==> src/rtl/core/csvfs_pkg.sv <==
// csvfs_pkg: shared constants and types of the csv field splitter
// used by all rtl/core modules but csvfs_if; no dependencies

package csvfs_pkg;

  localparam int CodeUnitBitsDef = 16;
  localparam int QueueDepthDef   = 4;

  // configuration register indexes
  localparam int CfgIdxW = 1;
  localparam logic [CfgIdxW-1:0] CFG_SEPARATOR = 1'b0;
  localparam logic [CfgIdxW-1:0] CFG_QUOTE     = 1'b1;

  localparam int SeparatorReset = 44;
  localparam int QuoteReset     = 34;
  localparam int SpaceUnit      = 32;

  // what the first result of an item is
  typedef enum logic [1:0] {
    KIND_NONE = 2'd0,
    KIND_CHAR = 2'd1,
    KIND_END  = 2'd2
  } first_kind_e;

  // control part of one queue entry
  typedef struct packed {
    first_kind_e first_kind;
    logic        rec_end;
  } entry_ctl_t;

  localparam int EntryCtlW = $bits(entry_ctl_t);

endpackage

==> src/rtl/core/csvfs_if.sv <==
// csvfs_in_if / csvfs_out_if: valid/ready channels of the csv field splitter
// no dependencies

interface csvfs_in_if #(
  parameter int CODE_UNIT_BITS = 16
);
  logic                      valid;
  logic                      ready;
  logic [CODE_UNIT_BITS-1:0] code_unit;
  logic                      record_last;

  modport source (output valid, output code_unit, output record_last, input ready);
  modport sink   (input valid, input code_unit, input record_last, output ready);
endinterface

interface csvfs_out_if #(
  parameter int CODE_UNIT_BITS = 16
);
  logic                      valid;
  logic                      ready;
  logic                      item_kind;
  logic [CODE_UNIT_BITS-1:0] char_value;
  logic                      record_done;
  logic                      run_last;

  modport source (output valid, output item_kind, output char_value,
                  output record_done, output run_last, input ready);
  modport sink   (input valid, input item_kind, input char_value,
                  input record_done, input run_last, output ready);
endinterface

==> src/rtl/core/csvfs_front.sv <==
// csvfs_front: config registers and parse state machine, one code unit per cycle
// while the queue has room; depends on csvfs_pkg

module csvfs_front import csvfs_pkg::*; #(
  parameter int CODE_UNIT_BITS = CodeUnitBitsDef
) (
  input  logic                      clk_i,
  input  logic                      rst_ni,
  input  logic                      cfg_we_i,
  input  logic [CfgIdxW-1:0]        cfg_index_i,
  input  logic [CODE_UNIT_BITS-1:0] cfg_wdata_i,
  input  logic                      in_valid_i,
  output logic                      in_ready_o,
  input  logic [CODE_UNIT_BITS-1:0] code_unit_i,
  input  logic                      record_last_i,
  input  logic                      q_ready_i,
  output logic                      push_o,
  output entry_ctl_t                push_ctl_o,
  output logic [CODE_UNIT_BITS-1:0] push_char_o
);

  localparam logic [2:0] MODE_START  = 3'd0;
  localparam logic [2:0] MODE_PLAIN  = 3'd1;
  localparam logic [2:0] MODE_QUOTED = 3'd2;
  localparam logic [2:0] MODE_QSEEN  = 3'd3;
  localparam logic [2:0] MODE_TAIL   = 3'd4;

  logic [CODE_UNIT_BITS-1:0] sep_q, quote_q;
  logic [2:0]                mode_q, mode_d;
  logic                      accept, is_sep, is_quote, is_space;
  first_kind_e               first_kind;

  always_ff @(posedge clk_i or negedge rst_ni) begin
    if (!rst_ni) begin
      sep_q   <= CODE_UNIT_BITS'(SeparatorReset);
      quote_q <= CODE_UNIT_BITS'(QuoteReset);
    end else if (cfg_we_i) begin
      case (cfg_index_i)
        CFG_SEPARATOR: sep_q   <= cfg_wdata_i;
        CFG_QUOTE:     quote_q <= cfg_wdata_i;
        default: ;
      endcase
    end
  end

  assign in_ready_o = q_ready_i;
  assign accept     = in_valid_i && q_ready_i;
  assign is_sep     = (code_unit_i == sep_q);
  assign is_quote   = (quote_q != '0) && (code_unit_i == quote_q);
  assign is_space   = (code_unit_i == CODE_UNIT_BITS'(SpaceUnit));

  always_comb begin
    mode_d     = mode_q;
    first_kind = KIND_NONE;
    case (mode_q)
      MODE_PLAIN: begin
        if (is_sep) begin
          first_kind = KIND_END;
          mode_d     = MODE_START;
        end else begin
          first_kind = KIND_CHAR;
        end
      end
      MODE_QUOTED: begin
        if (is_quote) mode_d = MODE_QSEEN;
        else          first_kind = KIND_CHAR;
      end
      MODE_QSEEN: begin
        if (is_quote) begin
          first_kind = KIND_CHAR;
          mode_d     = MODE_QUOTED;
        end else if (is_sep) begin
          first_kind = KIND_END;
          mode_d     = MODE_START;
        end else begin
          mode_d = MODE_TAIL;
        end
      end
      MODE_TAIL: begin
        if (is_sep) begin
          first_kind = KIND_END;
          mode_d     = MODE_START;
        end
      end
      default: begin
        // field start, also covers unused codes
        if (is_space) begin
          mode_d = MODE_START;
        end else if (is_quote) begin
          // quote equal to separator opens a plain field
          mode_d = (quote_q == sep_q) ? MODE_PLAIN : MODE_QUOTED;
        end else if (is_sep) begin
          first_kind = KIND_END;
          mode_d     = MODE_START;
        end else begin
          first_kind = KIND_CHAR;
          mode_d     = MODE_PLAIN;
        end
      end
    endcase
    if (record_last_i) mode_d = MODE_START;
  end

  always_ff @(posedge clk_i or negedge rst_ni) begin
    if (!rst_ni) begin
      mode_q <= MODE_START;
    end else if (accept) begin
      mode_q <= mode_d;
    end
  end

  // items that cause no result never enter the queue
  assign push_o                = accept && ((first_kind != KIND_NONE) || record_last_i);
  assign push_ctl_o.first_kind = first_kind;
  assign push_ctl_o.rec_end    = record_last_i;
  assign push_char_o           = code_unit_i;

  a_last_resets_mode: assert property (@(posedge clk_i) disable iff (!rst_ni)
    accept && record_last_i |=> mode_q == MODE_START)
    else $error("mode not back at field start after record end");

  a_field_end_resets_mode: assert property (@(posedge clk_i) disable iff (!rst_ni)
    accept && (first_kind == KIND_END) |=> mode_q == MODE_START)
    else $error("mode not at field start after field end");

  a_push_needs_result: assert property (@(posedge clk_i) disable iff (!rst_ni)
    push_o && !record_last_i |-> first_kind != KIND_NONE)
    else $error("queue entry without any result");

endmodule

==> src/rtl/core/csvfs_queue.sv <==
// csvfs_queue: small fifo of decoded items between front and back
// depends on csvfs_pkg

module csvfs_queue import csvfs_pkg::*; #(
  parameter int WIDTH = EntryCtlW + CodeUnitBitsDef,
  parameter int DEPTH = QueueDepthDef
) (
  input  logic             clk_i,
  input  logic             rst_ni,
  input  logic             push_i,
  input  logic [WIDTH-1:0] push_data_i,
  output logic             ready_o,
  input  logic             pop_i,
  output logic             valid_o,
  output logic [WIDTH-1:0] head_o
);

  localparam int PtrW = (DEPTH > 1) ? $clog2(DEPTH) : 1;
  localparam int CntW = $clog2(DEPTH + 1);

  logic [WIDTH-1:0] mem_q [DEPTH];
  logic [PtrW-1:0]  wr_ptr_q, rd_ptr_q;
  logic [CntW-1:0]  count_q;
  logic             do_push, do_pop;

  function automatic logic [PtrW-1:0] ptr_inc(input logic [PtrW-1:0] p);
    ptr_inc = (p == PtrW'(DEPTH - 1)) ? '0 : p + 1'b1;
  endfunction

  assign ready_o = (count_q != CntW'(DEPTH));
  assign valid_o = (count_q != '0);
  assign do_push = push_i && ready_o;
  assign do_pop  = pop_i && valid_o;
  assign head_o  = mem_q[rd_ptr_q];

  always_ff @(posedge clk_i) begin
    if (do_push) mem_q[wr_ptr_q] <= push_data_i;
  end

  always_ff @(posedge clk_i or negedge rst_ni) begin
    if (!rst_ni) begin
      wr_ptr_q <= '0;
      rd_ptr_q <= '0;
      count_q  <= '0;
    end else begin
      if (do_push) wr_ptr_q <= ptr_inc(wr_ptr_q);
      if (do_pop)  rd_ptr_q <= ptr_inc(rd_ptr_q);
      if (do_push && !do_pop)      count_q <= count_q + 1'b1;
      else if (do_pop && !do_push) count_q <= count_q - 1'b1;
    end
  end

  a_count_bound: assert property (@(posedge clk_i) disable iff (!rst_ni)
    count_q <= CntW'(DEPTH))
    else $error("queue count above depth");

  a_count_up: assert property (@(posedge clk_i) disable iff (!rst_ni)
    do_push && !do_pop |=> count_q == $past(count_q) + 1'b1)
    else $error("queue count missed a transfer in");

  a_count_down: assert property (@(posedge clk_i) disable iff (!rst_ni)
    do_pop && !do_push |=> count_q == $past(count_q) - 1'b1)
    else $error("queue count missed a transfer out");

endmodule

==> src/rtl/core/csvfs_back.sv <==
// csvfs_back: expands queue entries into result items behind an output register
// depends on csvfs_pkg

module csvfs_back import csvfs_pkg::*; #(
  parameter int CODE_UNIT_BITS = CodeUnitBitsDef
) (
  input  logic                      clk_i,
  input  logic                      rst_ni,
  input  logic                      head_valid_i,
  input  entry_ctl_t                head_ctl_i,
  input  logic [CODE_UNIT_BITS-1:0] head_char_i,
  output logic                      pop_o,
  output logic                      out_valid_o,
  input  logic                      out_ready_i,
  output logic                      item_kind_o,
  output logic [CODE_UNIT_BITS-1:0] char_value_o,
  output logic                      record_done_o,
  output logic                      run_last_o
);

  // phase set: first result of the head entry is out, record end still owed
  logic                      phase_q, phase_d;
  logic                      out_valid_q;
  logic                      kind_q, kind_d;
  logic [CODE_UNIT_BITS-1:0] char_q, char_d;
  logic                      done_q, done_d;
  logic                      last_q, last_d;
  logic                      load, emit_done;

  assign load      = head_valid_i && (!out_valid_q || out_ready_i);
  assign emit_done = phase_q || (head_ctl_i.first_kind == KIND_NONE);

  always_comb begin
    if (emit_done) begin
      kind_d  = 1'b1;
      char_d  = '0;
      done_d  = 1'b1;
      last_d  = 1'b1;
      pop_o   = load;
      phase_d = 1'b0;
    end else begin
      kind_d  = (head_ctl_i.first_kind == KIND_END);
      char_d  = (head_ctl_i.first_kind == KIND_CHAR) ? head_char_i : '0;
      done_d  = 1'b0;
      last_d  = !head_ctl_i.rec_end;
      pop_o   = load && !head_ctl_i.rec_end;
      phase_d = head_ctl_i.rec_end;
    end
  end

  always_ff @(posedge clk_i or negedge rst_ni) begin
    if (!rst_ni) begin
      phase_q     <= 1'b0;
      out_valid_q <= 1'b0;
    end else begin
      if (load) begin
        phase_q     <= phase_d;
        out_valid_q <= 1'b1;
      end else if (out_ready_i) begin
        out_valid_q <= 1'b0;
      end
    end
  end

  always_ff @(posedge clk_i) begin
    if (load) begin
      kind_q <= kind_d;
      char_q <= char_d;
      done_q <= done_d;
      last_q <= last_d;
    end
  end

  assign out_valid_o   = out_valid_q;
  assign item_kind_o   = kind_q;
  assign char_value_o  = char_q;
  assign record_done_o = done_q;
  assign run_last_o    = last_q;

  a_phase_has_head: assert property (@(posedge clk_i) disable iff (!rst_ni)
    phase_q |-> head_valid_i && head_ctl_i.rec_end)
    else $error("record end owed with no matching queue head");

  a_partial_run_phase: assert property (@(posedge clk_i) disable iff (!rst_ni)
    out_valid_q && !last_q |-> phase_q)
    else $error("non-final result out but no record end pending");

  a_done_is_last: assert property (@(posedge clk_i) disable iff (!rst_ni)
    out_valid_q && done_q |-> last_q && kind_q)
    else $error("record end result not marked as end of run");

endmodule

==> src/rtl/core/csv_field_splitter.sv <==
// csv_field_splitter: one code unit per transfer in, field characters and
// field ends out. The front takes a code unit every cycle while its queue
// (QUEUE_DEPTH entries) has room; the back drives one result per cycle when
// out_o.ready is high. A unit that ends a record after a character or field
// end yields two results; one that yields nothing never enters the queue.
// Configuration writes go to index 0 (separator) and 1 (quote, zero turns
// quoting off), only while idle: a user rule that the block does not enforce.
// depends on csvfs_pkg, csvfs_if, csvfs_front, csvfs_queue, csvfs_back

module csv_field_splitter import csvfs_pkg::*; #(
  parameter int CODE_UNIT_BITS = CodeUnitBitsDef,
  parameter int QUEUE_DEPTH    = QueueDepthDef
) (
  input  logic                      clk_i,
  input  logic                      rst_ni,
  input  logic                      cfg_we_i,
  input  logic [CfgIdxW-1:0]        cfg_index_i,
  input  logic [CODE_UNIT_BITS-1:0] cfg_wdata_i,
  csvfs_in_if.sink                  in_i,
  csvfs_out_if.source               out_o
);

  localparam int EntryW = EntryCtlW + CODE_UNIT_BITS;

  logic                      push, q_ready, q_valid, pop;
  entry_ctl_t                push_ctl, head_ctl;
  logic [CODE_UNIT_BITS-1:0] push_char, head_char;
  logic [EntryW-1:0]         head_data;

  csvfs_front #(
    .CODE_UNIT_BITS(CODE_UNIT_BITS)
  ) u_front (
    .clk_i         (clk_i),
    .rst_ni        (rst_ni),
    .cfg_we_i      (cfg_we_i),
    .cfg_index_i   (cfg_index_i),
    .cfg_wdata_i   (cfg_wdata_i),
    .in_valid_i    (in_i.valid),
    .in_ready_o    (in_i.ready),
    .code_unit_i   (in_i.code_unit),
    .record_last_i (in_i.record_last),
    .q_ready_i     (q_ready),
    .push_o        (push),
    .push_ctl_o    (push_ctl),
    .push_char_o   (push_char)
  );

  csvfs_queue #(
    .WIDTH (EntryW),
    .DEPTH (QUEUE_DEPTH)
  ) u_queue (
    .clk_i       (clk_i),
    .rst_ni      (rst_ni),
    .push_i      (push),
    .push_data_i ({push_ctl, push_char}),
    .ready_o     (q_ready),
    .pop_i       (pop),
    .valid_o     (q_valid),
    .head_o      (head_data)
  );

  assign head_ctl  = entry_ctl_t'(head_data[EntryW-1 -: EntryCtlW]);
  assign head_char = head_data[CODE_UNIT_BITS-1:0];

  csvfs_back #(
    .CODE_UNIT_BITS(CODE_UNIT_BITS)
  ) u_back (
    .clk_i         (clk_i),
    .rst_ni        (rst_ni),
    .head_valid_i  (q_valid),
    .head_ctl_i    (head_ctl),
    .head_char_i   (head_char),
    .pop_o         (pop),
    .out_valid_o   (out_o.valid),
    .out_ready_i   (out_o.ready),
    .item_kind_o   (out_o.item_kind),
    .char_value_o  (out_o.char_value),
    .record_done_o (out_o.record_done),
    .run_last_o    (out_o.run_last)
  );

endmodule

==> src/flat_wrapper.sv <==
// flat-port wrapper written by rule: the top's interface ports become plain ports
module csv_field_splitter_flat import csvfs_pkg::*;
#(
  parameter int CODE_UNIT_BITS = CodeUnitBitsDef,
  parameter int QUEUE_DEPTH    = QueueDepthDef
)
  (clk_i, rst_ni, cfg_we_i, cfg_index_i, cfg_wdata_i, in_i_valid, in_i_code_unit, in_i_record_last, in_i_ready, out_o_valid, out_o_item_kind, out_o_char_value, out_o_record_done, out_o_run_last, out_o_ready);
  csvfs_in_if #(.CODE_UNIT_BITS(CODE_UNIT_BITS)) in_i_i ();
  csvfs_out_if #(.CODE_UNIT_BITS(CODE_UNIT_BITS)) out_o_i ();
  input  logic clk_i;
  input  logic rst_ni;
  input  logic cfg_we_i;
  input  logic [CfgIdxW-1:0] cfg_index_i;
  input  logic [CODE_UNIT_BITS-1:0] cfg_wdata_i;
  input wire logic [$bits(in_i_i.valid)-1:0] in_i_valid;
  input wire logic [$bits(in_i_i.code_unit)-1:0] in_i_code_unit;
  input wire logic [$bits(in_i_i.record_last)-1:0] in_i_record_last;
  output wire logic [$bits(in_i_i.ready)-1:0] in_i_ready;
  output wire logic [$bits(out_o_i.valid)-1:0] out_o_valid;
  output wire logic [$bits(out_o_i.item_kind)-1:0] out_o_item_kind;
  output wire logic [$bits(out_o_i.char_value)-1:0] out_o_char_value;
  output wire logic [$bits(out_o_i.record_done)-1:0] out_o_record_done;
  output wire logic [$bits(out_o_i.run_last)-1:0] out_o_run_last;
  input wire logic [$bits(out_o_i.ready)-1:0] out_o_ready;
  assign in_i_i.valid = in_i_valid;
  assign in_i_i.code_unit = in_i_code_unit;
  assign in_i_i.record_last = in_i_record_last;
  assign in_i_ready = in_i_i.ready;
  assign out_o_valid = out_o_i.valid;
  assign out_o_item_kind = out_o_i.item_kind;
  assign out_o_char_value = out_o_i.char_value;
  assign out_o_record_done = out_o_i.record_done;
  assign out_o_run_last = out_o_i.run_last;
  assign out_o_i.ready = out_o_ready;
  csv_field_splitter #(.CODE_UNIT_BITS(CODE_UNIT_BITS), .QUEUE_DEPTH(QUEUE_DEPTH)) u_core (.clk_i(clk_i), .rst_ni(rst_ni), .cfg_we_i(cfg_we_i), .cfg_index_i(cfg_index_i), .cfg_wdata_i(cfg_wdata_i), .in_i(in_i_i), .out_o(out_o_i));
endmodule
==> config.mk <==
export PLATFORM = sky130hd
export DESIGN_NAME = csv_field_splitter_flat
export DESIGN_NICKNAME = d
export VERILOG_FILES = /design/src/rtl/core/csvfs_pkg.sv /design/src/rtl/core/csvfs_if.sv /design/src/rtl/core/csvfs_front.sv /design/src/rtl/core/csvfs_queue.sv /design/src/rtl/core/csvfs_back.sv /design/src/rtl/core/csv_field_splitter.sv /design/src/flat_wrapper.sv
export SDC_FILE = /design/constraint.sdc
export NUM_CORES = 1
export LEC_CHECK = 0
export BUFFER_PORTS_ARGS = -buffer_cell sky130_fd_sc_hd__buf_2
export CAP_MARGIN = 25
export CORE_UTILIZATION = 40
export DETAILED_ROUTE_END_ITERATION = 10
export SLEW_MARGIN = 20
export SYNTH_ARGS = -nofsm -noshare
export SYNTH_HDL_FRONTEND = slang
export SYNTH_SLANG_ARGS = --single-unit
==> constraint.sdc <==
create_clock -name clk_i -period 4.2 [get_ports clk_i]
set_input_delay 0.84 -clock clk_i [delete_from_list [all_inputs] [get_ports clk_i]]
set_output_delay 0.84 -clock clk_i [all_outputs]
set_load 0.02 [all_outputs]
==> results.sh <==
export IMPL_r2r_start="u_core.u_front.sep_q[2]"
export IMPL_grt_usage_pct=17.2
export IMPL_p_switching_w=0.00149
export IMPL_path_cells="buf_2, xor2_1, nor4_2, nand4_2, a32oi_2, o22ai_2, o311a_4, ha_1, inv_1, fa_1, mux2_2"
export IMPL_drc=5
export IMPL_syn_inst=372
export IMPL_coreArea_sq_um=14700
export IMPL_startpoint="in_i_code_unit[2]"
export IMPL_r2r_end="u_core.u_queue.count_q[1]"
export IMPL_hold_path_class="input port to async pin"
export IMPL_reg2reg_depth=10
export IMPL_swShare_pct=28.7
export IMPL_dpl_instance_area_sq_um=6650
export IMPL_worst_slew_pin_slew_ps=977
export IMPL_required_ps=4500
export IMPL_startpoint_type="input port"
export IMPL_critPathKind="input port to register"
export IMPL_slew_headroom_pct=34.8
export IMPL_rrSetupSlack_ps=980
export IMPL_p_clk_share_pct=34.1
export IMPL_die_y_microns=125
export IMPL_ys_types=44
export IMPL_p_int_w=0.00369
export IMPL_cts_setup_buffers=0
export IMPL_cpPeakStageDelay_ps=410
export IMPL_cp_end_kind="register"
export IMPL_dr_pass1_iters=8
export IMPL_routed_wl_mm=12.3
export IMPL_fin_crit_ps=3360
export IMPL_hold_buffers=0
export IMPL_slew_viol_final=0
export IMPL_grt_pass1_wl_mm=19.9
export IMPL_cts_root_buf="clkbuf_16"
export IMPL_leakage_nw=2.74
export IMPL_cts_sinks=139
export IMPL_whs_ps=349
export IMPL_synth_seq_cells=139
export IMPL_clkTransAtPathRegs_ps=60
export IMPL_power_frac_comb_pct=25.6
export IMPL_grt_max_degree=31
export IMPL_fin_crit_sh_pct=80.0
export IMPL_via_per_inst=5.27
export IMPL_start_util_pct=41.5
export IMPL_num_vias=3386
export IMPL_final_fill_count=1230
export IMPL_fmax_mhz=298
export IMPL_dpl_hpwl_mm=8.75
export IMPL_boundaryPins=60
export IMPL_final_core_util_pct=50.1
export IMPL_avgSynthCellArea_sq_um=16.4
export IMPL_detail_route_antenna_nets=0
export IMPL_max_cap_viol_count=0
export IMPL_gr_total_overflow=0
export IMPL_htreeDepth=4
export IMPL_finalSetupViolations=0
export IMPL_area_growth_pct=20.7
export IMPL_multi_input_area_sq_um=2080
export IMPL_p_per_area_nw_per_um2=704
export IMPL_dieArea_sq_um=15700
export IMPL_numCtsBuffers=17
export IMPL_rows=44
export IMPL_final_cell_area_sq_um=7360
export IMPL_rsz0062_at_grt="no"
export IMPL_antenna_found_initial=0
export IMPL_worst_clock_skew_ps=7.39
export IMPL_synth_nets=418
export IMPL_status="complete, but fails checks"
export IMPL_cts_tree="done"
export IMPL_p_seq_share_pct=40.4
export IMPL_post_cts_resized=0
export IMPL_insertion_delay_ps=420
export IMPL_wire_per_inst_microns=19.1
export IMPL_vdd_drop_max_mv=0.349
export IMPL_drive_gt1_share_pct=37.7
export IMPL_async_flop_share_pct=31.7
export IMPL_cts_path_max_buffers=2
export IMPL_final_cells=643
export IMPL_synth_cell_area_sq_um=6100
export IMPL_final_nets=493
export IMPL_dieWidth_microns=125
export IMPL_failed_checks="DRC"
export IMPL_io_buffers=59
export IMPL_synth_edf_count=95
export IMPL_grt_pass1_vias=3640
export IMPL_synth_main_ff_cell="edfxtp_1"
export IMPL_regArea_sq_um=3960
export IMPL_crit_end="u_core.u_queue.count_q[1]"
export IMPL_drt_iter0_drc=184
export IMPL_hold_violations=0
export IMPL_diodes=0
export IMPL_arrival_ps=3660
export IMPL_slowest_stage="o311a_4"
export IMPL_place_gp_congestion=0.815
export IMPL_fin_setup_tns_ps=0
export IMPL_yosysSeqAreaShare_pct=64.9
export IMPL_placedCellCount=611
export IMPL_yosysWarnings=0
export IMPL_critPathMaxFanout=7
## final cells by class
cell class                      count  area share (%)
Sequential cell                   139            53.8
Tap cell                          184            3.13
Clock inverter                     13            3.54
Clock buffer                       18            5.97
Inverter                            7           0.357
Multi-Input combinational cell    216            28.2
Timing Repair Buffer               66            5.00
## sequential cells by signal (all words and copies together) (netlist names)
register,cells
u_core.u_queue.wr_ptr_q,2
u_core.u_queue.count_q,3
u_core.u_back.char_value_o,16
u_core.u_back.item_kind_o,1
u_core.u_front.mode_q,3
u_core.u_queue.mem_q,76
u_core.u_back.phase_q,1
u_core.u_front.sep_q,16
u_core.u_queue.rd_ptr_q,2
u_core.u_front.quote_q,16
u_core.u_back.record_done_o,1
u_core.u_back.run_last_o,1
u_core.u_back.out_valid_o,1
## per-layer routing
| metal | track usage, % | vias to the layer above | share of wire [%] |
|---|---|---|---|
| met5 | 0 | - | 0 |
| met4 | 9.11 | 0 | 3.2 |
| met3 | 5.05 | 29 | 5.5 |
| met2 | 27.3 | 93 | 48 |
| met1 | 21.3 | 1712 | 43 |
| li1 | - | 1552 | - |
## cell usage in the layout, fill, tap and decap left out, drive strengths merged, types with 6 or more instances in the layout
master	count
nor2	7
xnor2	18
nand4	7
buf	66
ha	6
bufinv	7
nor4	16
xor2	34
clkbuf	18
mux4	19
nand2	14
nor2b	19
mux2	36
inv	10
o21ai	6
edfxtp	95
dfrtp	39
## worst min path at each step
stage	endpoint	slack [ps]	startpoint
detailed placement	u_core.u_queue.count_q[2]	480	u_core.u_queue.count_q[2]
global route	u_core.u_front.sep_q[11]	370	rst_ni
floorplan	u_core.u_queue.count_q[2]	460	u_core.u_queue.count_q[2]
CTS	u_core.u_front.quote_q[4]	350	rst_ni
finish	u_core.u_front.quote_q[4]	350	rst_ni
global placement	u_core.u_queue.count_q[2]	480	u_core.u_queue.count_q[2]
## synthesized netlist by cell type, types with 2 or more instances
| library cell | n | share of area [%] |
|---|---|---|
| a21oi_1 | 4 | 0.33 |
| and2_1 | 4 | 0.41 |
| buf_2 | 2 | 0.16 |
| clkbuf_1 | 8 | 0.49 |
| dfrtp_1 | 39 | 16 |
| dfstp_2 | 5 | 2.2 |
| edfxtp_1 | 95 | 47 |
| ha_1 | 6 | 1.2 |
| inv_1 | 7 | 0.43 |
| mux2_2 | 33 | 6.1 |
| mux2_4 | 2 | 0.49 |
| mux2i_1 | 2 | 0.33 |
| mux4_2 | 19 | 7.0 |
| nand2_1 | 14 | 0.86 |
| nand2b_1 | 3 | 0.31 |
| nand3_1 | 2 | 0.16 |
| nand4_1 | 6 | 0.62 |
| nor2_1 | 6 | 0.37 |
| nor2b_1 | 19 | 1.9 |
| nor3_1 | 4 | 0.33 |
| nor4_1 | 10 | 1.0 |
| nor4_2 | 6 | 1.2 |
| o21ai_0 | 3 | 0.25 |
| o21ai_1 | 3 | 0.25 |
| xnor2_1 | 18 | 2.6 |
| xor2_1 | 34 | 4.9 |
## cell families (layout without fill, tap and decap cells)
family	after synthesis	after routing	synth area share [%]
muxes	57	57	14.1
xor gates and xnor gates	52	52	7.47
buffers and inverters	17	104	1.09
AOI/OAI and AO/OA	21	21	2.79
DFF	139	139	64.9
and+or+nand+nor	79	79	8.06
adders and majority gates	7	7	1.56
## metrics by stage
stage               power, W  setup WS, ps
floorplan            0.00305           843
detailed placement   0.00346           410
finish               0.00518           842
global placement     0.00343           423
CTS                  0.00524           852
global route         0.00544           670
## critical path: cells and delay by family
| family | cells | cell delay, ps |
|---|---|---|
| adder cells (fa/ha/maj) | 2 | 630 |
| AND/OR/NAND/NOR | 2 | 670 |
| XOR/XNOR | 1 | 180 |
| buffers and inverters | 2 | 260 |
| multiplexers | 1 | 270 |
| AO/OA/AOI/OAI | 3 | 810 |
## power by group through the flow
| stage | combinational (W) | sequential [W] | clock [W] |
|---|---|---|---|
| final | 0.00132 | 0.00209 | 0.00176 |
| after global routing | 0.00146 | 0.00214 | 0.00185 |
| after CTS | 0.00134 | 0.00210 | 0.00180 |
| after detailed placement | 0.00134 | 0.00212 | 0 |
| after global placement | 0.00132 | 0.00212 | 0 |
| after floorplan | 0.000894 | 0.00216 | 0 |
No activity file was read; power rests on OpenSTA's default activity.
